$ cat config.mk
export PLATFORM = sky130hd
export DESIGN_NAME = seven_segment_scan_driver_core
export DESIGN_NICKNAME = d
export VERILOG_FILES = /design/src/rtl/core/ssd_pkg.sv /design/src/rtl/core/seven_segment_scan_driver_core.sv
export VERILOG_INCLUDE_DIRS = /design/src /design/src/rtl/core
export SDC_FILE = /design/constraint.sdc
export NUM_CORES = 1
export LEC_CHECK = 0
export BUFFER_PORTS_ARGS = -buffer_cell sky130_fd_sc_hd__clkbuf_2
export CAP_MARGIN = 10
export CORE_MARGIN = 4
export CORE_UTILIZATION = 50
export CTS_CLUSTER_SIZE = 30
export DETAILED_ROUTE_END_ITERATION = 16
export PLACE_DENSITY = 0.67
export SYNTH_ARGS = -nofsm -noshare
export SYNTH_HDL_FRONTEND = slang
export SYNTH_SLANG_ARGS = --single-unit
$ cat constraint.sdc
create_clock -name clk_i -period 9.6 [get_ports clk_i]
set_input_delay 0.96 -clock clk_i [delete_from_list [all_inputs] [get_ports clk_i]]
set_output_delay 0.96 -clock clk_i [all_outputs]
set_load 0.03 [all_outputs]
$ cat src/rtl/core/seven_segment_scan_driver_core_macros.svh
// assertion macros for the seven segment scan driver core
// no dependencies; taken in by the files that check their own logic
`ifndef SEVEN_SEGMENT_SCAN_DRIVER_CORE_MACROS_SVH
`define SEVEN_SEGMENT_SCAN_DRIVER_CORE_MACROS_SVH

// property holds at every edge outside reset
`define SSD_ASSERT_ALWAYS(label, clk, rst_n, prop, msg) \
  label: assert property (@(posedge clk) disable iff (!rst_n) (prop)) else $error(msg);

// consequent holds in the same cycle as the antecedent
`define SSD_ASSERT_IMPLIES(label, clk, rst_n, ante, cons, msg) \
  label: assert property (@(posedge clk) disable iff (!rst_n) (ante) |-> (cons)) \
    else $error(msg);

// consequent holds in the cycle after the antecedent
`define SSD_ASSERT_NEXT(label, clk, rst_n, ante, cons, msg) \
  label: assert property (@(posedge clk) disable iff (!rst_n) (ante) |=> (cons)) \
    else $error(msg);

`endif

$ cat src/rtl/core/ssd_pkg.sv
// shared types, constants and the digit encoder of the seven segment scan driver
// no dependencies
package ssd_pkg;

  typedef struct packed {
    logic signed [15:0] display_value;
    logic               display_enable;
  } ssd_in_t;

  typedef struct packed {
    logic [3:0] anode_drive;
    logic [7:0] segment_drive;
    logic       updated;
  } ssd_out_t;

  localparam logic [7:0]  PRESCALE_RESET = 8'd2;
  localparam logic [1:0]  SCAN_FIRST     = 2'd3;
  localparam logic [3:0]  ANODES_OFF     = 4'hF;
  localparam logic [7:0]  SEG_BLANK      = 8'h00;
  localparam logic [7:0]  SEG_MINUS      = 8'h40;

  // shown range, exclusive bounds
  localparam logic signed [15:0] VALUE_ABOVE = 16'sd10000;
  localparam logic signed [15:0] VALUE_BELOW = -16'sd1000;

  // reciprocal multipliers, exact for magnitudes below 10000
  localparam logic [15:0] RECIP_10   = 16'd52429;
  localparam int          SHIFT_10   = 19;
  localparam logic [12:0] RECIP_100  = 13'd5243;
  localparam int          SHIFT_100  = 19;
  localparam logic [13:0] RECIP_1000 = 14'd8389;
  localparam int          SHIFT_1000 = 23;

  localparam int MAG_W = 14;

  // scan positions
  localparam logic [1:0] POS_UNITS     = 2'd0;
  localparam logic [1:0] POS_TENS      = 2'd1;
  localparam logic [1:0] POS_HUNDREDS  = 2'd2;
  localparam logic [1:0] POS_THOUSANDS = 2'd3;

  function automatic logic [7:0] digit_segments(input logic [3:0] digit);
    logic [7:0] seg;
    case (digit)
      4'd0:    seg = 8'h3F;
      4'd1:    seg = 8'h06;
      4'd2:    seg = 8'h5B;
      4'd3:    seg = 8'h4F;
      4'd4:    seg = 8'h66;
      4'd5:    seg = 8'h6D;
      4'd6:    seg = 8'h7D;
      4'd7:    seg = 8'h07;
      4'd8:    seg = 8'h7F;
      4'd9:    seg = 8'h6F;
      default: seg = SEG_BLANK;
    endcase
    return seg;
  endfunction

  // x * 10 as two shifted adds, in the magnitude width
  function automatic logic [MAG_W-1:0] times_ten(input logic [MAG_W-1:0] x);
    return MAG_W'({x, 3'b000}) + MAG_W'({x, 1'b0});
  endfunction

endpackage

$ cat src/rtl/core/seven_segment_scan_driver_core.sv
// Four-digit seven segment scan driver.
// Input channel in_valid_i / in_stall_o / in_word_i: one word per timer tick with
// the value to show and an enable bit. Output channel out_valid_o / out_stall_i /
// out_word_o: one word per input word, carrying the active-low anodes, the
// segments a..g (decimal point always off) and an updated flag.
// A word is taken in at an edge where valid is high and stall is low.
// A word accepted into the input register passes on to the drive registers and
// is presented on the output from there.
// Throughput: one word per cycle while the receiver does not stall; the
// prescaler, the scan position and the digit extraction (three constant
// reciprocal multiplies) are combinational between the input and drive registers.
// The prescaler counts words down and on expiry reloads from the reload
// register (written via cfg_we_i / cfg_wdata_i) and rewrites the drive.
// Reset: reload and count 2, scan position 3, all anodes off, segments clear,
// both channels empty.
// While the receiver stalls the result word holds; if the input register is empty,
// one more input word is still taken into it, after which in_stall_o rises.
// Depends on ssd_pkg and seven_segment_scan_driver_core_macros.svh.
`include "seven_segment_scan_driver_core_macros.svh"

module seven_segment_scan_driver_core (
  input  logic            clk_i,
  input  logic            rst_ni,
  input  logic            cfg_we_i,
  input  logic [7:0]      cfg_wdata_i,
  input  logic            in_valid_i,
  output logic            in_stall_o,
  input  ssd_pkg::ssd_in_t  in_word_i,
  output logic            out_valid_o,
  input  logic            out_stall_i,
  output ssd_pkg::ssd_out_t out_word_o
);
  import ssd_pkg::*;

  logic [7:0] prescale_reload_q;
  logic [7:0] prescale_cnt_q, prescale_cnt_d;
  logic [1:0] scan_q, scan_d;
  logic [3:0] held_anode_q, held_anode_d;
  logic [7:0] held_seg_q, held_seg_d;
  logic       upd_q;
  logic       in_vld_q;
  ssd_in_t    in_word_q;
  logic       out_vld_q;

  logic                   advance;
  logic                   load;
  logic                   expired;
  logic                   show;
  logic signed [15:0]     val;
  logic [15:0]            abs_val;
  logic [MAG_W-1:0]       mag;
  logic [29:0]            prod_10;
  logic [26:0]            prod_100;
  logic [27:0]            prod_1000;
  logic [MAG_W-1:0]       q10, q100, q1000;
  logic [3:0]             digit;
  logic [7:0]             seg_new;

  // output register free or draining this cycle
  assign advance    = !out_vld_q || !out_stall_i;
  assign load       = in_vld_q && advance;
  assign in_stall_o = in_vld_q && !advance;

  assign val     = in_word_q.display_value;
  assign abs_val = val[15] ? 16'(-val) : 16'(val);
  assign mag     = abs_val[MAG_W-1:0];
  assign show    = in_word_q.display_enable && (val < VALUE_ABOVE) && (val > VALUE_BELOW);
  assign expired = (prescale_cnt_q <= 8'd1);

  assign prod_10   = 30'(mag) * 30'(RECIP_10);
  assign prod_100  = 27'(mag) * 27'(RECIP_100);
  assign prod_1000 = 28'(mag) * 28'(RECIP_1000);
  assign q10       = MAG_W'(prod_10 >> SHIFT_10);
  assign q100      = MAG_W'(prod_100 >> SHIFT_100);
  assign q1000     = MAG_W'(prod_1000 >> SHIFT_1000);

  always_comb begin
    case (scan_q)
      POS_UNITS:     digit = 4'(mag - times_ten(q10));
      POS_TENS:      digit = 4'(q10 - times_ten(q100));
      POS_HUNDREDS:  digit = 4'(q100 - times_ten(q1000));
      POS_THOUSANDS: digit = 4'(q1000);
      default:       digit = 4'd0;
    endcase
    if (scan_q == POS_THOUSANDS && val[15]) begin
      seg_new = SEG_MINUS;
    end else begin
      seg_new = digit_segments(digit);
    end
  end

  always_comb begin
    prescale_cnt_d = prescale_cnt_q;
    scan_d         = scan_q;
    held_anode_d   = held_anode_q;
    held_seg_d     = held_seg_q;
    if (expired) begin
      prescale_cnt_d = prescale_reload_q;
      if (show) begin
        held_seg_d   = seg_new;
        held_anode_d = ANODES_OFF & ~(4'b0001 << scan_q);
        scan_d       = scan_q - 2'd1;
      end else begin
        held_anode_d = ANODES_OFF;
        held_seg_d   = SEG_BLANK;
      end
    end else begin
      prescale_cnt_d = prescale_cnt_q - 8'd1;
    end
  end

  always_ff @(posedge clk_i or negedge rst_ni) begin
    if (!rst_ni) begin
      prescale_reload_q <= PRESCALE_RESET;
    end else if (cfg_we_i) begin
      prescale_reload_q <= cfg_wdata_i;
    end
  end

  always_ff @(posedge clk_i or negedge rst_ni) begin
    if (!rst_ni) begin
      in_vld_q <= 1'b0;
    end else if (!in_stall_o) begin
      in_vld_q <= in_valid_i;
    end
  end

  // word register, no reset needed
  always_ff @(posedge clk_i) begin
    if (in_valid_i && !in_stall_o) begin
      in_word_q <= in_word_i;
    end
  end

  always_ff @(posedge clk_i or negedge rst_ni) begin
    if (!rst_ni) begin
      out_vld_q      <= 1'b0;
      upd_q          <= 1'b0;
      prescale_cnt_q <= PRESCALE_RESET;
      scan_q         <= SCAN_FIRST;
      held_anode_q   <= ANODES_OFF;
      held_seg_q     <= SEG_BLANK;
    end else begin
      if (advance) begin
        out_vld_q <= in_vld_q;
      end
      if (load) begin
        upd_q          <= expired;
        prescale_cnt_q <= prescale_cnt_d;
        scan_q         <= scan_d;
        held_anode_q   <= held_anode_d;
        held_seg_q     <= held_seg_d;
      end
    end
  end

  // the held drive state is the result register
  assign out_valid_o              = out_vld_q;
  assign out_word_o.anode_drive   = held_anode_q;
  assign out_word_o.segment_drive = held_seg_q;
  assign out_word_o.updated       = upd_q;

  `SSD_ASSERT_ALWAYS(a_one_anode, clk_i, rst_ni, $onehot0(~held_anode_q), "more than one anode low")
  `SSD_ASSERT_IMPLIES(a_blank_dark, clk_i, rst_ni, held_anode_q == ANODES_OFF, held_seg_q == SEG_BLANK, "segments lit with anodes off")
  `SSD_ASSERT_NEXT(a_hold_drive, clk_i, rst_ni, load && !expired, $stable(held_anode_q) && $stable(held_seg_q), "drive changed without expiry")
  `SSD_ASSERT_NEXT(a_scan_step, clk_i, rst_ni, load && expired && show, scan_q == $past(scan_q) - 2'd1, "scan position did not step")
  `SSD_ASSERT_IMPLIES(a_stall_full, clk_i, rst_ni, in_stall_o, in_vld_q && out_vld_q, "stall with a free stage")

endmodule

==> impl_summary.txt, run 1 <==
----------------------------------------------------
[Hold path]
  Hold/Removal Path Class ... register to register

[Die]
  Floorplan die area ... 23500 um^2
  Floorplan core area ... 20490 um^2
  Die width ... 153.3 um
  Num rows ... 52
  Starting density of the core ... 51.50%
  Count of pins on the block boundary ... 45
  Die Height ... 153.3 um

[STA]
  Final-layout setup total negative slack ... 0 ns
  Unrepaired setup endpoints after global routing ... no
  Final Hold Vio Count ... 0
  Post-route clock period utilization ... 93.49%
  Highest Clock Rate ... 0.1114 GHz
  Largest clock skew in the final design ... 0.007179 ns
  Max-slew headroom ... 18.99%
  Final Max Tran Viols ... 0
  Final setup viols ... 0
  Time the final worst path needs with I/O delays and setup ... 8.975 ns
  Slew @ Worst Pin ... 1.207 ns

[Yosys]
  Synth Instances ... 1095
  Async SR Flop Fraction ... 65.31%
  Total standard cell area after synthesis ... 10550 um^2
  Net count after synthesis ... 1497
  Share of the yosys chip area belonging to registers ... 12.52%
  Average instance area after synthesis ... 9.638 um^2
  Most instantiated flip-flop cell in the synthesis netlist ... sky130_fd_sc_hd__dfrtp_1
  YS warnings ... 0
  Number of synthesized flops with an enable pin ... 17
  Count of unique library cells instantiated by Yosys ... 79
  Register bit total from synthesis ... 49

[Finish]
  Storage cell area ... 1321 um^2
  Number of fill cells ... 1844
  Nets ... 1552
  Number of inserted diodes ... 0
  Combined area of the multi-input logic cells ... 8074 um^2
  Fraction of final layout cells with drive strength greater than 1 ... 8.949%
  Area Overhead vs Synth ... 7.576%

[Critical path]
  Crit path buf inv count ... 6
  Crit path max fanout ... 8
  Critical-path cell with the highest stage delay ... sky130_fd_sc_hd__fa_1
  CP Launch Type ... register
  Kind of critical path ... register to register
  CP top delay family ... adder cells
  Worst Path Arrival ... 9.15 ns
  CP Capture Type ... register
  Stage delay of the slowest cell on the critical path ... 0.54 ns
  Slack of the worst reg-to-reg path ... 0.62 ns
  Required @ worst endpoint ... 9.78 ns
  Crit path top cell by count ... sky130_fd_sc_hd__inv_1

[Clocking]
  Clock slew at reported path FFs ... 0.07 ns
  Clk sinks ... 49
  Maximum clock insertion buffer count ... 2
  Number of hold-repair buffers added at the cts stage ... 0
  H-tree depth ... 2
  Buffer type at the clock tree root ... sky130_fd_sc_hd__clkbuf_16
  CTS tree ... built
  Number of buffers inserted during clock tree synthesis ... 5
  Clock latency on the worst-skew pair ... 0.29 ns

[Global route]
  Global routing usage on met1 ... 30.04%
  Largest net degree at the start of global routing ... 33
  Global-route total usage across every layer ... 21.72%
  Most Crowded Layer GR ... met2
  Number of antenna violations at the first check in global routing ... 0
  Global-route wire length before repair ... 40940 um
  Global Route met3 Usage ... 3.591%
  GRT Residual Overflow ... 0
  Vias in the first global route ... 7947
  Met2 global-route usage ... 36.66%

[Routing]
  Routed via count divided by cell count ... 5.255
  Total Routed Length ... 24400 um
  Number of DRC markers in iteration 0 ... 424
  Via Count ... 7467
  Remaining design rule violation count ... 0
  Final routed wire length divided by cell count ... 17.17 um
  Length of the first detailed-routing pass in iterations ... 5
  Antenna Violating Nets Remaining ... 0

[Placed design]
  Final RePlAce weighted congestion ... 0.9467
  Number of buffers inserted by port buffering ... 43
  Dpl hpwl ... 21610 um

[Run status]
  Run status ... finished, final reports clean

[Job]
  Max-cap viol count ... 0

----------------------------------------------------
## path summary, 6_finish.rpt
| check | startpoint | endpoint | cells past startpoint |
|---|---|---|---|
| max | val[4]$_DFFE_PP_ | held_seg_q[4]$_DFFE_PN0P_ | 34 |
| min | upd_q$_DFFE_PN0P_ | upd_q$_DFFE_PN0P_ | 2 |
| max reg2reg | val[4]$_DFFE_PP_ | held_seg_q[4]$_DFFE_PN0P_ | 34 |
| min reg2reg | upd_q$_DFFE_PN0P_ | upd_q$_DFFE_PN0P_ | 2 |
| max in group asynchronous | rst_ni | in_vld_q$_DFFE_PN0N_ | 1 |
| min in group asynchronous | rst_ni | held_seg_q[3]$_DFFE_PN0P_ | 1 |
## tightest hold or removal path: stages, from the launching register on
cell,delay (ns)
sky130_fd_sc_hd__dfrtp_1,0.34
sky130_fd_sc_hd__nand2_1,0.05
sky130_fd_sc_hd__nand2_1,0.05
## flip-flops by register name, summed over array words and instances (netlist names)
name and count:
held_anode_q 4, prescale_reload_q 8, out_valid_o 1, held_seg_q 7, upd_q 1, prescale_cnt_q 8
in_vld_q 1, scan_q 2, val 16, in_word_q 1
## through the flow
step | setup WS (ns) | instance area [um^2] | instances | hold slack (ns) | utilization, %
3_5_place_dp | 0.5560 | 11180 | 1413 | 0.4652 | 54.54
4_1_cts | 0.4956 | 11340 | 1421 | 0.4813 | 55.34
5_1_grt | 0.07697 | 11350 | 1421 | 0.5329 | 55.40
6_report | 0.6248 | 11350 | 1421 | 0.4803 | 55.40
3_3_place_gp | 0.6937 | 11180 | 1413 | 0.4601 | 54.54
2_1_floorplan | 1.041 | 10550 | 1095 | 0.4482 | -
## placed cells by master, fill, tap and decap left out, types with 10 or more instances in the layout
master / instances
sky130_fd_sc_hd__buf_4: 16
sky130_fd_sc_hd__inv_1: 298
sky130_fd_sc_hd__nor3_1: 10
sky130_fd_sc_hd__xnor2_1: 30
sky130_fd_sc_hd__clkbuf_2: 43
sky130_fd_sc_hd__nor2_1: 32
sky130_fd_sc_hd__ha_1: 245
sky130_fd_sc_hd__xor2_1: 13
sky130_fd_sc_hd__nand2_1: 52
sky130_fd_sc_hd__edfxtp_1: 17
sky130_fd_sc_hd__dfrtp_1: 24
sky130_fd_sc_hd__a21oi_1: 39
sky130_fd_sc_hd__mux2i_1: 11
sky130_fd_sc_hd__o21ai_0: 16
sky130_fd_sc_hd__fa_1: 127
## logic make-up after synthesis
kind of cell               Yosys count  synth area share, %
and+or+nand+nor                    150                7.113
DFF                                 49                12.52
AOI/OAI and AO/OA                  143                9.330
muxes                               20                2.004
buffers and inverters              310                11.17
other                                1              0.03553
xor gates and xnor gates            50                4.695
adders and majority gates          372                53.14
## per-layer routing
| metal | routed length (um) | vias up |
|---|---|---|
| li1 | - | 3677 |
| met4 | 319 | 0 |
| met2 | 11510 | 167 |
| met3 | 1399 | 21 |
| met5 | 0 | - |
| met1 | 11170 | 3602 |
## synth_stat cells (7+ instances only)
master	count	share of area, %
sky130_fd_sc_hd__inv_1	298	11
sky130_fd_sc_hd__ha_1	245	29
sky130_fd_sc_hd__fa_1	127	24
sky130_fd_sc_hd__nand2_1	52	1.8
sky130_fd_sc_hd__a21oi_1	39	1.8
sky130_fd_sc_hd__nor2_1	32	1.1
sky130_fd_sc_hd__xnor2_1	31	2.6
sky130_fd_sc_hd__dfrtp_1	24	5.7
sky130_fd_sc_hd__edfxtp_1	17	4.8
sky130_fd_sc_hd__o21ai_0	16	0.76
sky130_fd_sc_hd__xor2_1	14	1.2
sky130_fd_sc_hd__mux2i_1	11	1.0
sky130_fd_sc_hd__nor3_1	10	0.47
sky130_fd_sc_hd__a31oi_1	9	0.53
sky130_fd_sc_hd__mux2_2	9	0.96
sky130_fd_sc_hd__nand3_1	9	0.43
sky130_fd_sc_hd__a211oi_1	8	0.57
sky130_fd_sc_hd__a21o_1	8	0.57
sky130_fd_sc_hd__dfstp_2	8	2.0
sky130_fd_sc_hd__clkbuf_1	7	0.25
## cell type report
class	instances	share of cell area, %
multi-input cells	736	71.12
inverters	299	9.885
clock inverters	2	0.2976
repair buffers	59	2.953
flip-flops and latches	49	11.64
clock buffers	6	1.135
well taps	270	2.976
## timing repair
action,in CTS,in global routing
setup buffers,0,0
gates resized for setup,0,2
endpoints found under the setup margin,0,6
Power of run 1 is left out: the tool's default activity adds up to more than one toggle a clock period on the data nets, which glitch-free logic cannot reach.
==> run 2, diff against run 1 <==
==> constraint.sdc (replaced) <==
create_clock -name clk_i -period 9.9 [get_ports clk_i]
set_input_delay 0.99 -clock clk_i [delete_from_list [all_inputs] [get_ports clk_i]]
set_output_delay 0.99 -clock clk_i [all_outputs]
set_load 0.03 [all_outputs]
==> run 2 against run 1 <==
  * Global-route usage is 0.80 points lower
  * Routed wire length is 2.7% lower
  * Utilization is 0.18 points lower
  * Non-clock buffer count is 4 lower
  * Worst hold slack worse by 0.0067 ns
  * Cell count is 0.28% lower
  * Fmax is 2.1% lower
  * Critical endpoint unchanged
  * Final area is 0.33% lower
  * Worst setup slack better by 0.11 ns
  * Sequential share of layout area hardly changed
  * Clock skew is 0.0014 ns lower
  * Critical path depth is 1 lower
==> impl_summary.txt, run 2 (synthesis results as in run 1) <==
----------------------------------------------------
[STA]
  Unrepaired setup endpoints after global routing ... no (unchanged)
  Max-slew headroom ... 27.72% (was 18.99%)
  Highest Clock Rate ... 0.1091 GHz (was 0.1114 GHz)
  Post-route clock period utilization ... 92.57% (was 93.49%)
  Final Hold Vio Count ... 0 (unchanged)
  Final setup viols ... 0 (unchanged)
  Final-layout setup total negative slack ... 0 ns (unchanged)
  Largest clock skew in the final design ... 0.005741 ns (was 0.007179 ns)
  Final Max Tran Viols ... 0 (unchanged)
  Final worst slack ... 0.7354 ns (was 0.6248 ns)
  Slew @ Worst Pin ... 1.079 ns (was 1.207 ns)
  Time the final worst path needs with I/O delays and setup ... 9.165 ns (was 8.975 ns)

[Critical path]
  CP Launch Type ... register (unchanged)
  Worst reg2reg path startpoint ... val[4]$_DFFE_PP_ (unchanged)
  CP Capture Type ... register (unchanged)
  Critical-path cell with the highest stage delay ... sky130_fd_sc_hd__xor2_1 (was sky130_fd_sc_hd__fa_1)
  Reg-to-reg critical path endpoint ... held_seg_q[4]$_DFFE_PN0P_ (unchanged)
  Start point of the critical path ... val[4]$_DFFE_PP_ (unchanged)
  Stage delay of the slowest cell on the critical path ... 0.57 ns (was 0.54 ns)
  Slack of the worst reg-to-reg path ... 0.74 ns (was 0.62 ns)
  Cell depth of the worst flop-to-flop path ... 33 (was 34)
  Termination of the worst setup path ... held_seg_q[4]$_DFFE_PN0P_ (unchanged)
  Crit path max fanout ... 8 (unchanged)
  Required @ worst endpoint ... 10.07 ns (was 9.78 ns)
  Kind of critical path ... register to register (unchanged)
  Crit path top cell by count ... sky130_fd_sc_hd__inv_1 (unchanged)
  Worst Path Arrival ... 9.33 ns (was 9.15 ns)

[Global route]
  Largest net degree at the start of global routing ... 33 (unchanged)
  Vias in the first global route ... 7795 (was 7947)
  Global-route wire length before repair ... 39650 um (was 40940 um)
  Number of antenna violations at the first check in global routing ... 0 (unchanged)
  GRT Residual Overflow ... 0 (unchanged)
  Global-route total usage across every layer ... 20.92% (was 21.72%)

[Finish]
  Most frequent standard cell in the layout excluding fill and tap cells ... sky130_fd_sc_hd__inv_1 (unchanged)
  Fraction of final layout cells with drive strength greater than 1 ... 8.544% (was 8.949%)
  Non-filler cells in the finished layout ... 1417 (was 1421)
  Largest register FFs ... 16 (unchanged)
  Area Overhead vs Synth ... 7.220% (was 7.576%)
  Number of inserted diodes ... 0 (unchanged)
  Top library cells by usage in the layout, fill and taps aside ... sky130_fd_sc_hd__inv_1, sky130_fd_sc_hd__ha_1, sky130_fd_sc_hd__fa_1, sky130_fd_sc_hd__nand2_1, sky130_fd_sc_hd__clkbuf_2 (unchanged)
  Finished Core Util ... 55.21% (was 55.40%)
  Nets ... 1548 (was 1552)

[Placed design]
  Post-placement setup slack ... 0.7750 ns (was 0.5560 ns)
  DP Cell Count ... 1409 (was 1413)
  Final RePlAce weighted congestion ... 0.9940 (was 0.9467)
  Number of buffers inserted by port buffering ... 43 (unchanged)
  Dpl hpwl ... 21200 um (was 21610 um)

[Die]
  Floorplan core area ... 20490 um^2 (unchanged)
  Count of pins on the block boundary ... 45 (unchanged)
  Die Height ... 153.3 um (unchanged)
  Num rows ... 52 (unchanged)
  Floorplan die area ... 23500 um^2 (unchanged)
  Die width ... 153.3 um (unchanged)
  Starting density of the core ... 51.50% (unchanged)

[Clocking]
  Number of hold-repair buffers added at the cts stage ... 0 (unchanged)
  Clk sinks ... 49 (unchanged)
  CTS tree ... built (unchanged)
  Maximum clock insertion buffer count ... 2 (unchanged)
  Number of instances resized during post-cts repair ... 0 (unchanged)
  Clock slew at reported path FFs ... 0.07 ns (about the same)
  H-tree depth ... 2 (unchanged)
  Clock latency on the worst-skew pair ... 0.29 ns (about the same)
  Buffer type at the clock tree root ... sky130_fd_sc_hd__clkbuf_16 (unchanged)
  Post-CTS Setup Repair Bufs ... 0 (unchanged)
  Number of buffers inserted during clock tree synthesis ... 5 (unchanged)

[Routing]
  Antenna Violating Nets Remaining ... 0 (unchanged)
  Final routed wire length divided by cell count ... 16.76 um (was 17.17 um)
  Routed via count divided by cell count ... 5.252 (was 5.255)
  Remaining design rule violation count ... 0 (unchanged)
  Length of the first detailed-routing pass in iterations ... 4 (was 5)
  Number of DRC markers in iteration 0 ... 343 (was 424)
  Total Routed Length ... 23750 um (was 24400 um)
  Via Count ... 7442 (was 7467)

[Hold path]
  Hold/Removal Path Class ... register to register (unchanged)

[Run status]
  Run status ... finished, final reports clean (unchanged)

[Job]
  Max-cap viol count ... 0 (unchanged)

----------------------------------------------------
run 2: changes by cell type in the layout (fill, tap and decap cells not counted), sizes merged:
| cell | before | now |
|---|---|---|
| buf | 16 | 12 |
run 2: area by class of cell:
type | instances | area, um^2
inverter | 299 | 1122
clock buffer | 6 | 128.9
timing repair buffer | 55 | 305.3
fill | 1850 | 9179
sequential | 49 | 1321
multi-input combinational | 736 | 8061
clock inverter | 2 | 38.79
tap | 270 | 337.8
run 2: critical path, delay by kind of cell, from the launching register on:
family	cells	cell delay (ns)
flip-flops	1	0.46
AND/OR/NAND/NOR	7	1.27
XOR/XNOR	5	1.71
buffers and inverters	5	0.52
adder cells (fa/ha/maj)	7	2.82
AO/OA/AOI/OAI	9	2.24
run 2: worst min-delay path by stage:
stage	startpoint	endpoint	slack, ns	cells past startpoint
floorplan	upd_q$_DFFE_PN0P_	upd_q$_DFFE_PN0P_	0.45	2
global placement	upd_q$_DFFE_PN0P_	upd_q$_DFFE_PN0P_	0.46	2
detailed placement	upd_q$_DFFE_PN0P_	upd_q$_DFFE_PN0P_	0.47	2
CTS	upd_q$_DFFE_PN0P_	upd_q$_DFFE_PN0P_	0.48	2
global route	held_seg_q[3]$_DFFE_PN0P_	held_seg_q[3]$_DFFE_PN0P_	0.51	2
finish	upd_q$_DFFE_PN0P_	upd_q$_DFFE_PN0P_	0.47	2
run 2: metrics by stage:
| stage | area (um^2) | hold WS, ns |
|---|---|---|
| 2_1_floorplan | 10550 | 0.4482 |
| 3_3_place_gp | 11150 | 0.4605 |
| 3_5_place_dp | 11150 | 0.4652 |
| 4_1_cts | 11320 | 0.4818 |
| 5_1_grt | 11320 | 0.5092 |
| 6_report | 11320 | 0.4736 |
run 2: metal layers:
metal  wire (um)  share of wire (%)  track usage (%)  up-vias
li1            -                  -                -     3661
met1       10940                 46            29.36     3608
met2       11170                 47            35.17      150
met3        1241                5.2            2.658       23
met4         399                1.7            3.903        0
met5           0                  0                0        -
Power of run 2 is left out for the same reason.
==> run 3, diff against run 2 <==
--- a/config.mk
+++ b/config.mk
@@ -13,6 +13,7 @@
 export CTS_CLUSTER_SIZE = 30
 export DETAILED_ROUTE_END_ITERATION = 16
 export PLACE_DENSITY = 0.67
+export REMOVE_ABC_BUFFERS = 1
 export SYNTH_ARGS = -nofsm -noshare
 export SYNTH_HDL_FRONTEND = slang
 export SYNTH_SLANG_ARGS = --single-unit
==> run 3 against run 2 <==
  * Non-clock buffer count decreased by 2
  * Critical endpoint unchanged
  * Via count up 0.77%
  * Highest routed layer unchanged
  * Cell count decreased by 0.14%
  * Sequential share of layout area about the same
==> impl_summary.txt, run 3 (synthesis results as in run 1) <==
----------------------------------------------------
[Run status]
  Run status ... finished, final reports clean (unchanged)

[Finish]
  Fraction of final layout cells with drive strength greater than 1 ... 8.472% (was 8.544%)
  Largest register FFs ... 16 (unchanged)
  Nets ... 1546 (was 1548)
  Finished Core Util ... 55.04% (was 55.21%)
  Top library cells by usage in the layout, fill and taps aside ... sky130_fd_sc_hd__inv_1, sky130_fd_sc_hd__ha_1, sky130_fd_sc_hd__fa_1, sky130_fd_sc_hd__nand2_1, sky130_fd_sc_hd__clkbuf_2 (unchanged)
  Number of inserted diodes ... 0 (unchanged)
  Area Overhead vs Synth ... 6.876% (was 7.220%)
  Most frequent standard cell in the layout excluding fill and tap cells ... sky130_fd_sc_hd__inv_1 (unchanged)
  Number of fill cells ... 1848 (was 1850)

[Clocking]
  H-tree depth ... 2 (unchanged)
  Buffer type at the clock tree root ... sky130_fd_sc_hd__clkbuf_16 (unchanged)
  Number of instances resized during post-cts repair ... 0 (unchanged)
  Number of hold-repair buffers added at the cts stage ... 0 (unchanged)
  Clock slew at reported path FFs ... 0.06 ns (was 0.07 ns)
  Clock latency on the worst-skew pair ... 0.28 ns (was 0.29 ns)
  Maximum clock insertion buffer count ... 2 (unchanged)
  Clk sinks ... 49 (unchanged)
  Post-CTS Setup Repair Bufs ... 0 (unchanged)
  Number of buffers inserted during clock tree synthesis ... 5 (unchanged)
  CTS tree ... built (unchanged)

[Die]
  Die Height ... 153.3 um (unchanged)
  Die width ... 153.3 um (unchanged)
  Num rows ... 52 (unchanged)
  Floorplan die area ... 23500 um^2 (unchanged)
  Floorplan core area ... 20490 um^2 (unchanged)
  Starting density of the core ... 51.50% (unchanged)
  Count of pins on the block boundary ... 45 (unchanged)

[Critical path]
  Cell depth of the worst flop-to-flop path ... 33 (unchanged)
  Kind of critical path ... register to register (unchanged)
  CP Capture Type ... register (unchanged)
  Required @ worst endpoint ... 10.07 ns (about the same)
  Slack of the worst reg-to-reg path ... 0.58 ns (was 0.74 ns)
  Worst Path Arrival ... 9.49 ns (was 9.33 ns)
  CP top delay family ... adder cells (unchanged)
  Critical-path cell with the highest stage delay ... sky130_fd_sc_hd__xor2_1 (unchanged)
  CP Launch Type ... register (unchanged)
  Crit path top cell by count ... sky130_fd_sc_hd__inv_1 (unchanged)
  Stage delay of the slowest cell on the critical path ... 0.66 ns (was 0.57 ns)
  Crit path max fanout ... 8 (unchanged)
  Crit path buf inv count ... 5 (unchanged)
  Reg-to-reg critical path endpoint ... held_seg_q[4]$_DFFE_PN0P_ (unchanged)
  Worst reg2reg path startpoint ... val[4]$_DFFE_PP_ (unchanged)

[Job]
  Max-cap viol count ... 0 (unchanged)

[Placed design]
  Number of buffers inserted by port buffering ... 43 (unchanged)
  Dpl hpwl ... 21610 um (was 21200 um)
  Final RePlAce weighted congestion ... 1.059 (was 0.9940)
  Post-placement setup slack ... 0.6402 ns (was 0.7750 ns)

[STA]
  Largest clock skew in the final design ... 0.005429 ns (was 0.005741 ns)
  Final Hold Vio Count ... 0 (unchanged)
  Unrepaired setup endpoints after global routing ... no (unchanged)
  Post-route clock period utilization ... 94.15% (was 92.57%)
  Slew @ Worst Pin ... 1.226 ns (was 1.079 ns)
  Time the final worst path needs with I/O delays and setup ... 9.321 ns (was 9.165 ns)
  Highest Clock Rate ... 0.1073 GHz (was 0.1091 GHz)
  Final worst slack ... 0.5795 ns (was 0.7354 ns)
  Max-slew headroom ... 17.84% (was 27.72%)
  Final-layout setup total negative slack ... 0 ns (unchanged)
  Final setup viols ... 0 (unchanged)
  Final Max Tran Viols ... 0 (unchanged)

[Routing]
  Via Count ... 7499 (was 7442)
  Antenna Violating Nets Remaining ... 0 (unchanged)
  Total Routed Length ... 24240 um (was 23750 um)
  Length of the first detailed-routing pass in iterations ... 5 (was 4)
  Number of DRC markers in iteration 0 ... 328 (was 343)
  Remaining design rule violation count ... 0 (unchanged)
  Routed via count divided by cell count ... 5.300 (was 5.252)
  Final routed wire length divided by cell count ... 17.13 um (was 16.76 um)

[Global route]
  Largest net degree at the start of global routing ... 33 (unchanged)
  Global-route total usage across every layer ... 21.50% (was 20.92%)
  Global-route wire length before repair ... 40520 um (was 39650 um)
  GRT Residual Overflow ... 0 (unchanged)
  Number of antenna violations at the first check in global routing ... 0 (unchanged)
  Vias in the first global route ... 8019 (was 7795)

[Hold path]
  Hold/Removal Path Class ... register to register (unchanged)
  Hold Path Depth ... 2 (unchanged)
  WHS Endpoint ... upd_q$_DFFE_PN0P_ (unchanged)
  Min-delay src ... upd_q$_DFFE_PN0P_ (unchanged)

----------------------------------------------------
[run 3: cell types whose count changed in the layout (fill, tap and decap cells not counted), sizes merged]
cell	previous run	this run
clkinvlp	0	1
bufinv	1	0
buf	12	10
[run 3: how the worst max path moves through the flow]
stage	startpoint	endpoint	slack, ns	cells after the start
finish	val[4]$_DFFE_PP_	held_seg_q[4]$_DFFE_PN0P_	0.58	33
global route	val[4]$_DFFE_PP_	held_seg_q[6]$_DFFE_PN0P_	0.04	33
CTS	val[4]$_DFFE_PP_	held_seg_q[4]$_DFFE_PN0P_	0.62	33
detailed placement	val[4]$_DFFE_PP_	held_seg_q[4]$_DFFE_PN0P_	0.64	33
global placement	val[4]$_DFFE_PP_	held_seg_q[4]$_DFFE_PN0P_	0.84	33
floorplan	val[0]$_DFFE_PP_	held_seg_q[4]$_DFFE_PN0P_	1.33	34
[run 3: worst min-delay path, delay by kind of cell (launching register included)]
family / cells / cell delay, ns
DFF: 1 / 0.35
and+or+nand+nor: 2 / 0.10
[run 3: area by class of cell]
cell class / count / area, um^2 / share of cell area (%)
Clock buffer: 6 / 128.9 / 1.143
Clock inverter: 2 / 10.01 / 0.08874
Inverter: 299 / 1122 / 9.950
Multi-Input combinational cell: 736 / 8069 / 71.54
Sequential cell: 49 / 1321 / 11.71
Tap cell: 270 / 337.8 / 2.995
Timing Repair Buffer: 53 / 290.3 / 2.573
[run 3: routing by layer]
metal,global-route usage [%],vias up,wire [um]
li1,-,3660,-
met5,0,-,0
met3,4.043,25,1667
met4,3.861,0,338
met1,28.51,3639,10680
met2,37.20,175,11550
[run 3: stage by stage]
step           hold WS (ns)  instances  instance area (um^2)
6_report             0.4792       1415                 11280
4_1_cts              0.4854       1415                 11270
5_1_grt              0.5128       1415                 11280
2_1_floorplan        0.4561       1084                 10500
3_3_place_gp         0.4591       1407                 11130
3_5_place_dp         0.4704       1407                 11130
Power of run 3 is left out for the same reason.
